--- src/rtl/smb_pkg.sv ---
`timescale 1ns / 1ps
`default_nettype none
// ----------------------------------------------------------------------------
// smb_pkg
// Shared widths, request and register codes, and reset values for the
// step/direction generator with backlash compensation.
// ----------------------------------------------------------------------------
package smb_pkg;

    // default parameter values
    localparam int POSITION_BITS_DEF = 32;
    localparam int BACKLASH_BITS_DEF = 16;

    // fixed field widths
    localparam int REQ_BITS      = 3;
    localparam int FIELD_POS_W   = 32;
    localparam int FIELD_BL_W    = 16;
    localparam int RPM_W         = 12;
    localparam int FSTEPS_W      = 10;
    localparam int USTEP_W       = 9;
    localparam int CFG_IDX_W     = 3;
    localparam int CFG_DATA_W    = 12;
    localparam int TICK_BITS     = 17;
    localparam int PROD1_W       = RPM_W + FSTEPS_W;
    localparam int PROD_W        = PROD1_W + USTEP_W;

    // step period = PERIOD_BASE / product, at least PERIOD_MIN
    localparam int PERIOD_BASE   = 60000;
    localparam int PERIOD_MIN    = 1;
    localparam int QUOT_W        = 16;
    localparam int DIV_CNT_W     = 4;

    // request codes
    localparam logic [REQ_BITS-1:0] REQ_TICK      = 3'd0;
    localparam logic [REQ_BITS-1:0] REQ_REL_MOVE  = 3'd1;
    localparam logic [REQ_BITS-1:0] REQ_ABS_MOVE  = 3'd2;
    localparam logic [REQ_BITS-1:0] REQ_STOP      = 3'd3;
    localparam logic [REQ_BITS-1:0] REQ_RESET_POS = 3'd4;

    // register indexes
    localparam logic [CFG_IDX_W-1:0] CFG_RPM    = 3'd0;
    localparam logic [CFG_IDX_W-1:0] CFG_FSTEPS = 3'd1;
    localparam logic [CFG_IDX_W-1:0] CFG_USTEP  = 3'd2;
    localparam logic [CFG_IDX_W-1:0] CFG_HOLD   = 3'd3;

    // register reset values
    localparam logic [RPM_W-1:0]    RPM_RST    = 12'd0;
    localparam logic [FSTEPS_W-1:0] FSTEPS_RST = 10'd200;
    localparam logic [USTEP_W-1:0]  USTEP_RST  = 9'd16;
    localparam logic                HOLD_RST   = 1'b1;

endpackage : smb_pkg
`default_nettype wire

--- src/rtl/smb_cmd_if.sv ---
`timescale 1ns / 1ps
`default_nettype none
// ----------------------------------------------------------------------------
// smb_cmd_if
// Command channel: one word is one request with its move fields.
// ----------------------------------------------------------------------------
interface smb_cmd_if;
    import smb_pkg::*;

    logic                          valid;
    logic                          ready;
    logic [REQ_BITS-1:0]           req_type;
    logic signed [FIELD_POS_W-1:0] step_count;
    logic [FIELD_BL_W-1:0]         backlash_count;
    logic signed [FIELD_POS_W-1:0] goal_position;

    modport source (
        output valid, req_type, step_count, backlash_count, goal_position,
        input  ready
    );
    modport sink (
        input  valid, req_type, step_count, backlash_count, goal_position,
        output ready
    );
endinterface : smb_cmd_if
`default_nettype wire

--- src/rtl/smb_res_if.sv ---
`timescale 1ns / 1ps
`default_nettype none
// ----------------------------------------------------------------------------
// smb_res_if
// Result channel: one word per command with the pin levels and position.
// ----------------------------------------------------------------------------
interface smb_res_if;
    import smb_pkg::*;

    logic                          valid;
    logic                          ready;
    logic                          step_pulse;
    logic                          dir_cw;
    logic                          motor_enable;
    logic                          moving;
    logic signed [FIELD_POS_W-1:0] user_position;

    modport source (
        output valid, step_pulse, dir_cw, motor_enable, moving, user_position,
        input  ready
    );
    modport sink (
        input  valid, step_pulse, dir_cw, motor_enable, moving, user_position,
        output ready
    );
endinterface : smb_res_if
`default_nettype wire

--- src/rtl/smb_cfg_if.sv ---
`timescale 1ns / 1ps
`default_nettype none
// ----------------------------------------------------------------------------
// smb_cfg_if
// Configuration write channel: one word is a register index and its data.
// ----------------------------------------------------------------------------
interface smb_cfg_if;
    import smb_pkg::*;

    logic                  valid;
    logic                  ready;
    logic [CFG_IDX_W-1:0]  index;
    logic [CFG_DATA_W-1:0] data;

    modport source (
        output valid, index, data,
        input  ready
    );
    modport sink (
        input  valid, index, data,
        output ready
    );
endinterface : smb_cfg_if
`default_nettype wire

--- src/rtl/stepper_motion_backlash_core.sv ---
`timescale 1ns / 1ps
`default_nettype none
// ----------------------------------------------------------------------------
// stepper_motion_backlash_core
// Step/direction generator with backlash compensation on direction reversal.
// ----------------------------------------------------------------------------
// One command word is taken per clock and each gives one result word in the
// next cycle through an output register, so ticks and moves stream at one word per
// cycle while the result side keeps taking. A configuration write is taken in
// any cycle and starts a recompute of the step period: two registered multiply
// steps and a shift-subtract divide of 60000 by the speed product, during which
// command words are held off (no divide when the product is zero). Positions
// wrap at POSITION_BITS and the reported logical position is that value
// sign-extended or cut to 32 bits.
// ----------------------------------------------------------------------------
module stepper_motion_backlash_core
    import smb_pkg::*;
#(
    parameter int POSITION_BITS = POSITION_BITS_DEF,
    parameter int BACKLASH_BITS = BACKLASH_BITS_DEF
)
(
    input  wire       clk,
    input  wire       rst_n,
    smb_cmd_if.sink   cmd,
    smb_res_if.source res,
    smb_cfg_if.sink   cfg
);

    localparam int P = POSITION_BITS;
    localparam int B = BACKLASH_BITS;

    // recompute sequencer codes
    localparam logic [1:0] PH_IDLE = 2'd0;
    localparam logic [1:0] PH_MUL1 = 2'd1;
    localparam logic [1:0] PH_MUL2 = 2'd2;
    localparam logic [1:0] PH_DIV  = 2'd3;

    // configuration registers
    logic [RPM_W-1:0]    rpm_reg;
    logic [FSTEPS_W-1:0] fsteps_reg;
    logic [USTEP_W-1:0]  ustep_reg;
    logic                hold_reg;

    // period recompute
    logic [1:0]           phase_reg, phase_next;
    logic [PROD1_W-1:0]   prod1_reg;
    logic [PROD_W-1:0]    prod_reg;
    logic [PROD_W-1:0]    rem_reg, rem_next;
    logic [QUOT_W-1:0]    dvd_reg;
    logic [QUOT_W-1:0]    quot_reg, quot_next;
    logic [DIV_CNT_W-1:0] cnt_reg;
    logic [TICK_BITS-1:0] period_reg;
    logic [PROD_W:0]      trial;
    logic                 trial_ge;

    // motion state
    logic                 running_reg, running_next;
    logic                 dir_reg, dir_next;
    logic                 enable_reg, enable_next;
    logic [P-1:0]         phys_reg, phys_next;
    logic [P-1:0]         target_reg, target_next;
    logic [P-1:0]         logical_reg, logical_next;
    logic [B-1:0]         bl_left_reg, bl_left_next;
    logic [TICK_BITS-1:0] tick_reg, tick_next;
    logic                 pulse;

    // result register
    logic                 res_valid_reg;
    logic                 res_pulse_reg;
    logic                 res_dir_reg;
    logic                 res_enable_reg;
    logic                 res_moving_reg;
    logic [FIELD_POS_W-1:0] res_pos_reg;

    logic                 cmd_fire;
    logic                 cfg_fire;

    // move helpers
    logic [P-1:0]         move_delta;
    logic [B-1:0]         move_bl;
    logic                 move_cw;
    logic [P-1:0]         move_adj;
    logic [TICK_BITS-1:0] tick_inc;
    logic                 step_up;

    // handshakes
    assign cfg.ready = 1'b1;
    assign cfg_fire  = cfg.valid;
    assign cmd.ready = (phase_reg == PH_IDLE) && (!res_valid_reg || res.ready);
    assign cmd_fire  = cmd.valid && cmd.ready;

    // configuration write
    always_ff @(posedge clk or negedge rst_n)
    begin
        if (!rst_n)
        begin
            rpm_reg    <= RPM_RST;
            fsteps_reg <= FSTEPS_RST;
            ustep_reg  <= USTEP_RST;
            hold_reg   <= HOLD_RST;
        end
        else if (cfg_fire)
        begin
            unique case (cfg.index)
                CFG_RPM:    rpm_reg    <= cfg.data[RPM_W-1:0];
                CFG_FSTEPS: fsteps_reg <= cfg.data[FSTEPS_W-1:0];
                CFG_USTEP:  ustep_reg  <= cfg.data[USTEP_W-1:0];
                CFG_HOLD:   hold_reg   <= cfg.data[0];
                default:    ;
            endcase
        end
    end

    // one shift-subtract divide step
    always_comb
    begin
        trial     = {rem_reg, dvd_reg[QUOT_W-1]};
        trial_ge  = trial >= {1'b0, prod_reg};
        rem_next  = trial_ge ? PROD_W'(trial - {1'b0, prod_reg}) : trial[PROD_W-1:0];
        quot_next = {quot_reg[QUOT_W-2:0], trial_ge};
    end

    always_comb
    begin
        phase_next = phase_reg;
        unique case (phase_reg)
            PH_IDLE: phase_next = PH_IDLE;
            PH_MUL1: phase_next = PH_MUL2;
            PH_MUL2: phase_next = (prod1_reg == '0 || ustep_reg == '0) ? PH_IDLE : PH_DIV;
            PH_DIV:  phase_next = (cnt_reg == DIV_CNT_W'(QUOT_W - 1)) ? PH_IDLE : PH_DIV;
            default: phase_next = PH_IDLE;
        endcase
        if (cfg_fire)
            phase_next = PH_MUL1;
    end

    // period recompute sequencer
    always_ff @(posedge clk or negedge rst_n)
    begin
        if (!rst_n)
        begin
            phase_reg  <= PH_IDLE;
            prod1_reg  <= '0;
            prod_reg   <= '0;
            rem_reg    <= '0;
            dvd_reg    <= '0;
            quot_reg   <= '0;
            cnt_reg    <= '0;
            period_reg <= '0;
        end
        else
        begin
            phase_reg <= phase_next;
            unique case (phase_reg)
                PH_MUL1:
                begin
                    prod1_reg <= rpm_reg * fsteps_reg;
                end
                PH_MUL2:
                begin
                    prod_reg <= prod1_reg * ustep_reg;
                    rem_reg  <= '0;
                    dvd_reg  <= QUOT_W'(PERIOD_BASE);
                    quot_reg <= '0;
                    cnt_reg  <= '0;
                    if (prod1_reg == '0 || ustep_reg == '0)
                        period_reg <= '0;
                end
                PH_DIV:
                begin
                    rem_reg  <= rem_next;
                    dvd_reg  <= {dvd_reg[QUOT_W-2:0], 1'b0};
                    quot_reg <= quot_next;
                    cnt_reg  <= cnt_reg + 1'b1;
                    if (cnt_reg == DIV_CNT_W'(QUOT_W - 1))
                        period_reg <= (quot_next == '0) ? TICK_BITS'(PERIOD_MIN)
                                                        : TICK_BITS'(quot_next);
                end
                default: ;
            endcase
        end
    end

    // move set-up: delta, backlash and direction
    always_comb
    begin
        if (cmd.req_type == REQ_ABS_MOVE)
        begin
            move_delta = P'(cmd.goal_position) - logical_reg;
            move_bl    = '0;
        end
        else
        begin
            move_delta = P'(cmd.step_count);
            move_bl    = B'(cmd.backlash_count);
        end
        move_cw  = !move_delta[P-1];
        move_adj = move_cw ? move_delta + P'(move_bl) : move_delta - P'(move_bl);
        tick_inc = tick_reg + 1'b1;
        step_up  = $signed(phys_reg) < $signed(target_reg);
    end

    // command decode and state update
    always_comb
    begin
        running_next = running_reg;
        dir_next     = dir_reg;
        enable_next  = enable_reg;
        phys_next    = phys_reg;
        target_next  = target_reg;
        logical_next = logical_reg;
        bl_left_next = bl_left_reg;
        tick_next    = tick_reg;
        pulse        = 1'b0;
        unique case (cmd.req_type)
            REQ_TICK:
            begin
                if (running_reg)
                begin
                    if (phys_reg == target_reg)
                    begin
                        running_next = 1'b0;
                        if (!hold_reg)
                            enable_next = 1'b0;
                    end
                    else if (period_reg != '0)
                    begin
                        if (tick_inc < period_reg)
                            tick_next = tick_inc;
                        else
                        begin
                            tick_next = '0;
                            pulse     = 1'b1;
                            dir_next  = step_up;
                            phys_next = step_up ? phys_reg + 1'b1 : phys_reg - 1'b1;
                            if (bl_left_reg != '0)
                                bl_left_next = bl_left_reg - 1'b1;
                            else
                                logical_next = step_up ? logical_reg + 1'b1
                                                       : logical_reg - 1'b1;
                        end
                    end
                end
            end
            REQ_REL_MOVE, REQ_ABS_MOVE:
            begin
                if (move_delta != '0)
                begin
                    if (move_bl != '0 && move_cw != dir_reg)
                    begin
                        bl_left_next = move_bl;
                        target_next  = phys_reg + move_adj;
                    end
                    else
                    begin
                        bl_left_next = '0;
                        target_next  = phys_reg + move_delta;
                    end
                    dir_next     = move_cw;
                    tick_next    = period_reg;
                    running_next = 1'b1;
                    enable_next  = 1'b1;
                end
            end
            REQ_STOP:
            begin
                target_next  = phys_reg;
                running_next = 1'b0;
                if (!hold_reg)
                    enable_next = 1'b0;
            end
            REQ_RESET_POS:
            begin
                phys_next    = '0;
                target_next  = '0;
                logical_next = '0;
                bl_left_next = '0;
            end
            default: ;
        endcase
    end

    // motion state registers
    always_ff @(posedge clk or negedge rst_n)
    begin
        if (!rst_n)
        begin
            running_reg <= 1'b0;
            dir_reg     <= 1'b1;
            enable_reg  <= HOLD_RST;
            phys_reg    <= '0;
            target_reg  <= '0;
            logical_reg <= '0;
            bl_left_reg <= '0;
            tick_reg    <= '0;
        end
        else if (cmd_fire)
        begin
            running_reg <= running_next;
            dir_reg     <= dir_next;
            enable_reg  <= enable_next;
            phys_reg    <= phys_next;
            target_reg  <= target_next;
            logical_reg <= logical_next;
            bl_left_reg <= bl_left_next;
            tick_reg    <= tick_next;
        end
    end

    // result word register
    always_ff @(posedge clk or negedge rst_n)
    begin
        if (!rst_n)
            res_valid_reg <= 1'b0;
        else if (cmd_fire)
            res_valid_reg <= 1'b1;
        else if (res.ready)
            res_valid_reg <= 1'b0;
    end

    always_ff @(posedge clk)
    begin
        if (cmd_fire)
        begin
            res_pulse_reg  <= pulse;
            res_dir_reg    <= dir_next;
            res_enable_reg <= enable_next;
            res_moving_reg <= running_next;
            res_pos_reg    <= FIELD_POS_W'($signed(logical_next));
        end
    end

    assign res.valid         = res_valid_reg;
    assign res.step_pulse    = res_pulse_reg;
    assign res.dir_cw        = res_dir_reg;
    assign res.motor_enable  = res_enable_reg;
    assign res.moving        = res_moving_reg;
    assign res.user_position = res_pos_reg;

    // checks
    a_run_enabled: assert property (@(posedge clk) disable iff (!rst_n)
        running_reg |-> enable_reg)
        else $error("move running with driver disabled");

    a_pulse_moving: assert property (@(posedge clk) disable iff (!rst_n)
        res_valid_reg && res_pulse_reg |-> res_moving_reg)
        else $error("step issued outside a running move");

    a_hold_off: assert property (@(posedge clk) disable iff (!rst_n)
        phase_reg != PH_IDLE |-> !cmd.ready)
        else $error("command taken during period recompute");

    a_period_set: assert property (@(posedge clk) disable iff (!rst_n)
        phase_reg == PH_IDLE && prod_reg != '0 |-> period_reg != '0)
        else $error("no-step period with nonzero speed product");

endmodule : stepper_motion_backlash_core
`default_nettype wire

--- src/flat_wrapper.sv ---
// flat-port wrapper written by rule: the top's interface ports become plain ports
module stepper_motion_backlash_core_flat import smb_pkg::*;
#(
    parameter int POSITION_BITS = POSITION_BITS_DEF,
    parameter int BACKLASH_BITS = BACKLASH_BITS_DEF
)
  (clk, rst_n, cmd_valid, cmd_req_type, cmd_step_count, cmd_backlash_count, cmd_goal_position, cmd_ready, res_valid, res_step_pulse, res_dir_cw, res_motor_enable, res_moving, res_user_position, res_ready, cfg_valid, cfg_index, cfg_data, cfg_ready);
  smb_cmd_if cmd_i ();
  smb_res_if res_i ();
  smb_cfg_if cfg_i ();
  input  wire clk;
  input  wire rst_n;
  input wire logic [$bits(cmd_i.valid)-1:0] cmd_valid;
  input wire logic [$bits(cmd_i.req_type)-1:0] cmd_req_type;
  input wire logic [$bits(cmd_i.step_count)-1:0] cmd_step_count;
  input wire logic [$bits(cmd_i.backlash_count)-1:0] cmd_backlash_count;
  input wire logic [$bits(cmd_i.goal_position)-1:0] cmd_goal_position;
  output wire logic [$bits(cmd_i.ready)-1:0] cmd_ready;
  output wire logic [$bits(res_i.valid)-1:0] res_valid;
  output wire logic [$bits(res_i.step_pulse)-1:0] res_step_pulse;
  output wire logic [$bits(res_i.dir_cw)-1:0] res_dir_cw;
  output wire logic [$bits(res_i.motor_enable)-1:0] res_motor_enable;
  output wire logic [$bits(res_i.moving)-1:0] res_moving;
  output wire logic [$bits(res_i.user_position)-1:0] res_user_position;
  input wire logic [$bits(res_i.ready)-1:0] res_ready;
  input wire logic [$bits(cfg_i.valid)-1:0] cfg_valid;
  input wire logic [$bits(cfg_i.index)-1:0] cfg_index;
  input wire logic [$bits(cfg_i.data)-1:0] cfg_data;
  output wire logic [$bits(cfg_i.ready)-1:0] cfg_ready;
  assign cmd_i.valid = cmd_valid;
  assign cmd_i.req_type = cmd_req_type;
  assign cmd_i.step_count = cmd_step_count;
  assign cmd_i.backlash_count = cmd_backlash_count;
  assign cmd_i.goal_position = cmd_goal_position;
  assign cmd_ready = cmd_i.ready;
  assign res_valid = res_i.valid;
  assign res_step_pulse = res_i.step_pulse;
  assign res_dir_cw = res_i.dir_cw;
  assign res_motor_enable = res_i.motor_enable;
  assign res_moving = res_i.moving;
  assign res_user_position = res_i.user_position;
  assign res_i.ready = res_ready;
  assign cfg_i.valid = cfg_valid;
  assign cfg_i.index = cfg_index;
  assign cfg_i.data = cfg_data;
  assign cfg_ready = cfg_i.ready;
  stepper_motion_backlash_core #(.POSITION_BITS(POSITION_BITS), .BACKLASH_BITS(BACKLASH_BITS)) u_core (.clk(clk), .rst_n(rst_n), .cmd(cmd_i), .res(res_i), .cfg(cfg_i));
endmodule
--- config.mk ---
export PLATFORM = sky130hd
export DESIGN_NAME = stepper_motion_backlash_core_flat
export DESIGN_NICKNAME = d
export VERILOG_FILES = /design/src/rtl/smb_pkg.sv /design/src/rtl/smb_cmd_if.sv /design/src/rtl/smb_res_if.sv /design/src/rtl/smb_cfg_if.sv /design/src/rtl/stepper_motion_backlash_core.sv /design/src/flat_wrapper.sv
export SDC_FILE = /design/constraint.sdc
export NUM_CORES = 2
export LEC_CHECK = 0
export BUFFER_PORTS_ARGS = -buffer_cell sky130_fd_sc_hd__buf_2
export CAP_MARGIN = 20
export CORE_MARGIN = 3
export CORE_UTILIZATION = 59
export CTS_BUF_LIST = sky130_fd_sc_hd__clkbuf_2 sky130_fd_sc_hd__clkbuf_4 sky130_fd_sc_hd__clkbuf_8
export CTS_CLUSTER_DIAMETER = 50
export DETAILED_ROUTE_END_ITERATION = 12
export HOLD_SLACK_MARGIN = 0.06
export PLACE_DENSITY = 0.82
export SYNTH_ARGS = -nofsm -noshare
export SYNTH_HDL_FRONTEND = slang
export SYNTH_SLANG_ARGS = --single-unit
--- constraint.sdc ---
create_clock -name clk -period 7.65 [get_ports clk]
set_input_delay 0.3825 -clock clk [delete_from_list [all_inputs] [get_ports clk]]
set_output_delay 0.3825 -clock clk [all_outputs]
set_load 0.005 [all_outputs]
# Word level (Yosys, flattened, before mapping)

Index checks and enable logic that the tools add are counted.

Flip-flop bits (word level): 339
RAM bits: 0
Bits in latches: 0
Memories kept: 0
Bits in read-only memories: 0
Word-level logic and storage cells: 166

Div/mod/pow operators: 0
Shift operators: 0
Reduce and logical (&&, ||, !) cells: 34
Mux-type cells: 64
Multipliers: 2
Add/subtract/negate cells: 13
Eq/ne operators: 21
$lt $le $gt $ge: 3
Bitwise gates (word level): 3

Operator list:

| cell                                                                  | count |
|---|---|
| 32-bit two-way mux                                                    | 15 |
| 16-bit two-way mux                                                    | 9 |
| 32-bit case mux with 2 select lines                                   | 2 |
| 17-bit two-way mux                                                    | 7 |
| 32-bit case mux with 3 select lines                                   | 1 |
| 17-bit case mux with 2 select lines                                   | 2 |
| 32-bit by 1-bit adder with 32-bit output (second input constant)      | 2 |
| 32-bit adder                                                          | 2 |
| 32-bit by 1-bit subtractor with 32-bit output (second input constant) | 2 |
| 31-bit case mux with 2 select lines                                   | 1 |
| 16-bit case mux with 3 select lines                                   | 1 |
| 32-bit by 16-bit adder with 32-bit output                             | 1 |
| 32-bit == test                                                        | 1 |
| 32-bit by 31-bit >= comparator with 1-bit output                      | 1 |
| 32-bit < comparator                                                   | 1 |
| 16-bit case mux with 2 select lines                                   | 1 |
| 16-bit nonzero test                                                   | 2 |
| 32-bit nonzero test                                                   | 1 |
| 32-bit by 16-bit subtractor with 32-bit output                        | 1 |
| 32-bit subtractor                                                     | 1 |
| 22-bit by 9-bit multiplier with 31-bit output                         | 1 |
| 31-bit two-way mux                                                    | 1 |
| 31-bit subtractor                                                     | 1 |
| 15-bit case mux with 2 select lines                                   | 1 |
| 38 further kinds                                                      | 82 |

# Longest topological paths before layout

Word-level depth: 8
Mapped depth: 39
Gate-level depth less buffers: 37

# Least setup slack after synthesis

No wires, ideal clock.

Path kind: input -> register
From: in cmd_req_type[0]
To: reg u_core.target_reg[31]
Path slack: 0.119 ns
Arrival: 7.403 ns
Library setup time: 0.128 ns
Stages on the path: 39
Cells stage by stage: nand2b_1 nand2b_1 buf_2 buf_2 clkbuf_1 buf_2 buf_1 buf_1 nand2_1 ha_1 buf_1 nor2_1 nor2_1 a31oi_1 o21ai_0 ha_1 a2111oi_0 o21ai_0 (+3 left out) o21ai_0 a21o_1 a21o_1 a21oi_1 xor2_1 a21oi_1 ha_1 a21o_1 a21o_1 a21oi_1 nor2_1 a221o_1 o41ai_1 o21ai_0 xnor2_1 xnor2_1 a22oi_1 mux2i_1

Longest elaborated chain between the ends: 8
Elaborated cells between the ends (all ways): 23

RTL lines:

| what                                                                    | RTL line                                                                 | source |
|---|---|---|
| from (decl)                                                             | flat_wrapper.sv:14                                                       | `input wire logic [$bits(cmd_i.req_type)-1:0] cmd_req_type;` |
| 3-bit by 2-bit == test with 1-bit output                                | stepper_motion_backlash_core.sv:188, stepper_motion_backlash_core.sv:216 |  |
| 32-bit two-way mux / 16-bit two-way mux (equally long branches)         | stepper_motion_backlash_core.sv:188                                      | `if (cmd.req_type == REQ_ABS_MOVE)` |
| 32-bit by 16-bit adder with 32-bit output, or another cell as far along | stepper_motion_backlash_core.sv:199                                      | `move_adj = move_cw ? move_delta + P'(move_bl) : move_delta - P'(move_bl);` |
| 32-bit two-way mux / 1-bit inequality test (equally long branches)      | stepper_motion_backlash_core.sv:199, stepper_motion_backlash_core.sv:250 |  |
| 32-bit adder / 1-bit logical AND (equally long branches)                | stepper_motion_backlash_core.sv:253, stepper_motion_backlash_core.sv:250 |  |
| 32-bit two-way mux                                                      | stepper_motion_backlash_core.sv:250                                      | `if (move_bl != '0 && move_cw != dir_reg)` |
| 32-bit two-way mux                                                      | stepper_motion_backlash_core.sv:248                                      | `if (move_delta != '0)` |
| 32-bit case mux with 3 select lines                                     | stepper_motion_backlash_core.sv:216                                      | `unique case (cmd.req_type)` |
| to (signal assigned)                                                    | stepper_motion_backlash_core.sv:304                                      | `target_reg <= target_next;` |
| to (decl)                                                               | stepper_motion_backlash_core.sv:62                                       | `logic [P-1:0] target_reg, target_next;` |

Several ways; a longest one is shown, not always the timed one. The select of a mux whose other input is x is not followed.
A chain may end at the register's enable or synchronous reset.

# Final worst setup path

From: reg u_core.logical_reg[9]
To: reg u_core.target_reg[31]

Longest elaborated chain between the ends: 8
Elaborated cells between the ends (all ways): 16

RTL lines:

| what                                                                    | RTL line                                                                 | source |
|---|---|---|
| from (decl)                                                             | stepper_motion_backlash_core.sv:63                                       | `logic [P-1:0] logical_reg, logical_next;` |
| from (signal assigned)                                                  | stepper_motion_backlash_core.sv:305                                      | `logical_reg <= logical_next;` |
| 32-bit subtractor (*)                                                   | stepper_motion_backlash_core.sv:190                                      | `move_delta = P'(cmd.goal_position) - logical_reg;` |
| 32-bit two-way mux (*)                                                  | stepper_motion_backlash_core.sv:188                                      |  |
| 32-bit by 16-bit adder with 32-bit output, or another cell as far along | stepper_motion_backlash_core.sv:199                                      |  |
| 32-bit two-way mux / 1-bit inequality test (equally long branches)      | stepper_motion_backlash_core.sv:199, stepper_motion_backlash_core.sv:250 |  |
| 32-bit adder / 1-bit logical AND (equally long branches)                | stepper_motion_backlash_core.sv:253, stepper_motion_backlash_core.sv:250 |  |
| 32-bit two-way mux                                                      | stepper_motion_backlash_core.sv:250                                      |  |
| 32-bit two-way mux                                                      | stepper_motion_backlash_core.sv:248                                      |  |
| 32-bit case mux with 3 select lines                                     | stepper_motion_backlash_core.sv:216                                      |  |

Every way passes the cells marked *; elsewhere a longest branch is shown, timed or not. The select of a mux whose other input is x is not followed.

==> metrics <==
status=complete, no violations; Required @ worst endpoint=roughly 8.2 ns; Yosys top cell area share=20.4%; worst-margin pin slew=roughly 1.1 ns; Most used DFF post-synth=dfrtp_1; fraction of the mapped netlist area in adder cells=about a quarter; crit path DAT=~7.8 ns; met3 WL=6.64 mm; initial antenna violation count=2; number of global-route vias before repair=31.0k; Worst setup SP type=flop; CTS sink count=between 300 and 400; Compound-Gate Fraction of Synth Area=20.3%; Critical Path Max Stage Delay=a little under 0.4 ns; IO Port Bufs=140; Post-synth EDFFs=36; cts bufs inserted=67; final instance area=39300 µm²; Final period util=94.7%; clock tree buffer depth=3; Hold WS=around 0.12 ns; vias per cell=6.16; Slew HR=24.1%; DIE HEIGHT=252 µm; Yosys top cell by area=dfrtp_1; clock-pin slew on the worst setup and hold paths=0.06 ns; post-route ant nets=0; core area=slightly below 60000 µm²; Area contributors post-synth=dfrtp_1, fa_1, ha_1; WL/cell=approximately 18 µm; DR vias=about 32k; wire length of the first global-routing pass=around 150 mm; fraction of registers with async set/reset=89.2%; post-synthesis average cell area=around 8.6 µm²; YS warnings=0; Die Span X=approximately 250 µm; CTS tree=built; most frequent CP cell=a21o_1; DRT iter0 DRCs=around 2.3k; row cnt=just under 90; mux share of post-synthesis cell area=about 2.6%; crit end category=flop; synthesized cell area=35700 µm²; post-synthesis simple-gate area fraction=between 10% and 20%; Root Buffer=clkbuf_8; # IOs=between 100 and 150; largest net degree at the start of global routing=~160; CP bufs+invs=2; H-tree Lvls=3; largest family of logic cells by synthesized area=adder cells; share of layout cells above drive strength 1=around 11%; final setup fails=0; register area share after synthesis=between 20% and 30%; XOR/XNOR share of the synthesized area=just over 5%; Routed WL=roughly 95 mm; Die Area=roughly 63000 µm²; Pre-antenna DRT Iters=7; Tot GR Track Use=29.5%; Initial Util=60.1%; Post-Syn Instances=just over 4k; max layer used=met5; Worst Skew=0.0488 ns; total gr overflow=0; Max Fclk=138 MHz; Hold Vio Cnt, Final=0; post-DP HPWL=~70 mm; Synth Register Bits=between 300 and 400; critical path peak fanout=5; slowest CP cell=a211o_4; worst skew pair latency=0.68 ns; Hold Crit Class=input pin to flop; Final Slew Violations=0; Crit path max-delay family=compound AO/OA/AOI/OAI gates; Final Util=roughly two thirds; Yosys cell types=slightly above 90; Met1 Routed Length=38.9 mm; gpl congestion=approximately 1; synth-to-layout area growth=10.1%; syn nets=just under 5k; max_cap viols=0; # DRC=0; fin nets=between 4k and 5k; Placed Area=roughly 37000 µm²; Worst Path Class, Setup=flop to flop; setup TNS after final layout=0 ns; met2 WL post-DR=~45 mm; Period minus WS final=7.24 ns
## cells in the mapped netlist, types with 49 or more instances
cell and n:
o21ai_0 240, a22o_1 79, nor2_1 194, ha_1 353, inv_1 400, nand2_1 568, nand3_1 64, xnor2_1 115
o21a_1 49, fa_1 225, xor2_1 93, a21oi_1 229, dfrtp_1 290, and2_1 134, nor3_1 73, clkbuf_1 161
a21o_1 116
## through the flow
step,setup slack (ns),instances
global route,-0.0532,5115
finish,0.409,5118
floorplan,0.119,4157
detailed placement,0.0381,4964
global placement,0.111,4964
CTS,0.0339,5104
## final timing paths
path                            depth (start not counted)                               from  slack, ns                            endpoint
worst max-delay path                                   37  u_core.logical_reg[9]$_DFFE_PN0P_       0.41   u_core.target_reg[31]$_DFFE_PN0P_
worst min-delay path                                    3             cmd_backlash_count[11]       0.12  u_core.bl_left_reg[11]$_DFFE_PN0P_
worst max register to register                         37  u_core.logical_reg[9]$_DFFE_PN0P_       0.41   u_core.target_reg[31]$_DFFE_PN0P_
worst min register to register                          2    u_core.prod_reg[21]$_DFFE_PN0P_       0.48     u_core.prod_reg[21]$_DFFE_PN0P_
max in group asynchronous                               3                              rst_n       6.01    u_core.prod1_reg[12]$_DFFE_PN0N_
min in group asynchronous                               2                              rst_n       0.28    u_core.target_reg[1]$_DFFE_PN0P_
## tightest hold or removal path, cell delays in order
cell and delay (ns):
buf_2 0.16, a211oi_1 0.09, nor3_1 0.11
## metal layers
metal | track usage (%) | up-vias
li1 | - | 14800
met1 | 37.5 | 15200
met2 | 49.1 | 1209
met3 | 5.14 | 291
met4 | 13.9 | 2
met5 | 0 | -
## placed cells by master (no fill, tap or decap), types with 26 or more instances in the layout
master / count
nor3_1: 72
dfrtp_1: 290
xnor2_1: 115
inv_1: 399
buf_4: 87
a21oi_1: 222
clkbuf_8: 79
xor2_1: 93
nand4_1: 41
o21a_1: 49
o21bai_1: 35
o21ai_0: 234
mux2_2: 39
nand3_1: 64
or3_1: 32
nor2_1: 189
mux2i_1: 40
and2_1: 134
ha_1: 348
fa_1: 225
nand2b_1: 36
nor2b_1: 28
a22oi_1: 31
o31ai_1: 41
a21o_1: 116
nand2_1: 566
o211ai_1: 26
buf_2: 139
a211oi_1: 30
a22o_1: 79
nor4_1: 27
edfxtp_1: 36
a31oi_1: 36
## cell families after synthesis
| kind of cell | Yosys count |
|---|---|
| AO/OA/AOI/OAI | 1087 |
| XOR/XNOR | 208 |
| adder cells (fa/ha/maj) | 578 |
| buffers and inverters | 588 |
| flip-flops | 333 |
| multiplexers | 86 |
| other | 1 |
| AND/OR/NAND/NOR | 1276 |
## layout make-up
| type | count | area (µm²) |
|---|---|---|
| fillers | 4760 | 20100 |
| clock buffers | 98 | 1230 |
| flip-flops and latches | 333 | 8520 |
| repair buffers | 253 | 1650 |
| clock inverters | 20 | 218 |
| well taps | 773 | 967 |
| inverters | 402 | 1510 |
| diodes | 3 | 7.51 |
| multi-input cells | 3236 | 25100 |
## what timing repair did
item	4_1_cts	5_1_grt
buffers inserted	0	10
hold buffers	22	0
gates resized for setup	0	43
setup endpoints to repair	0	11
hold endpoints to repair	105	0
Power is not shown: default switching activity piles up to over one toggle a cycle in this logic, so the estimate is an artifact.
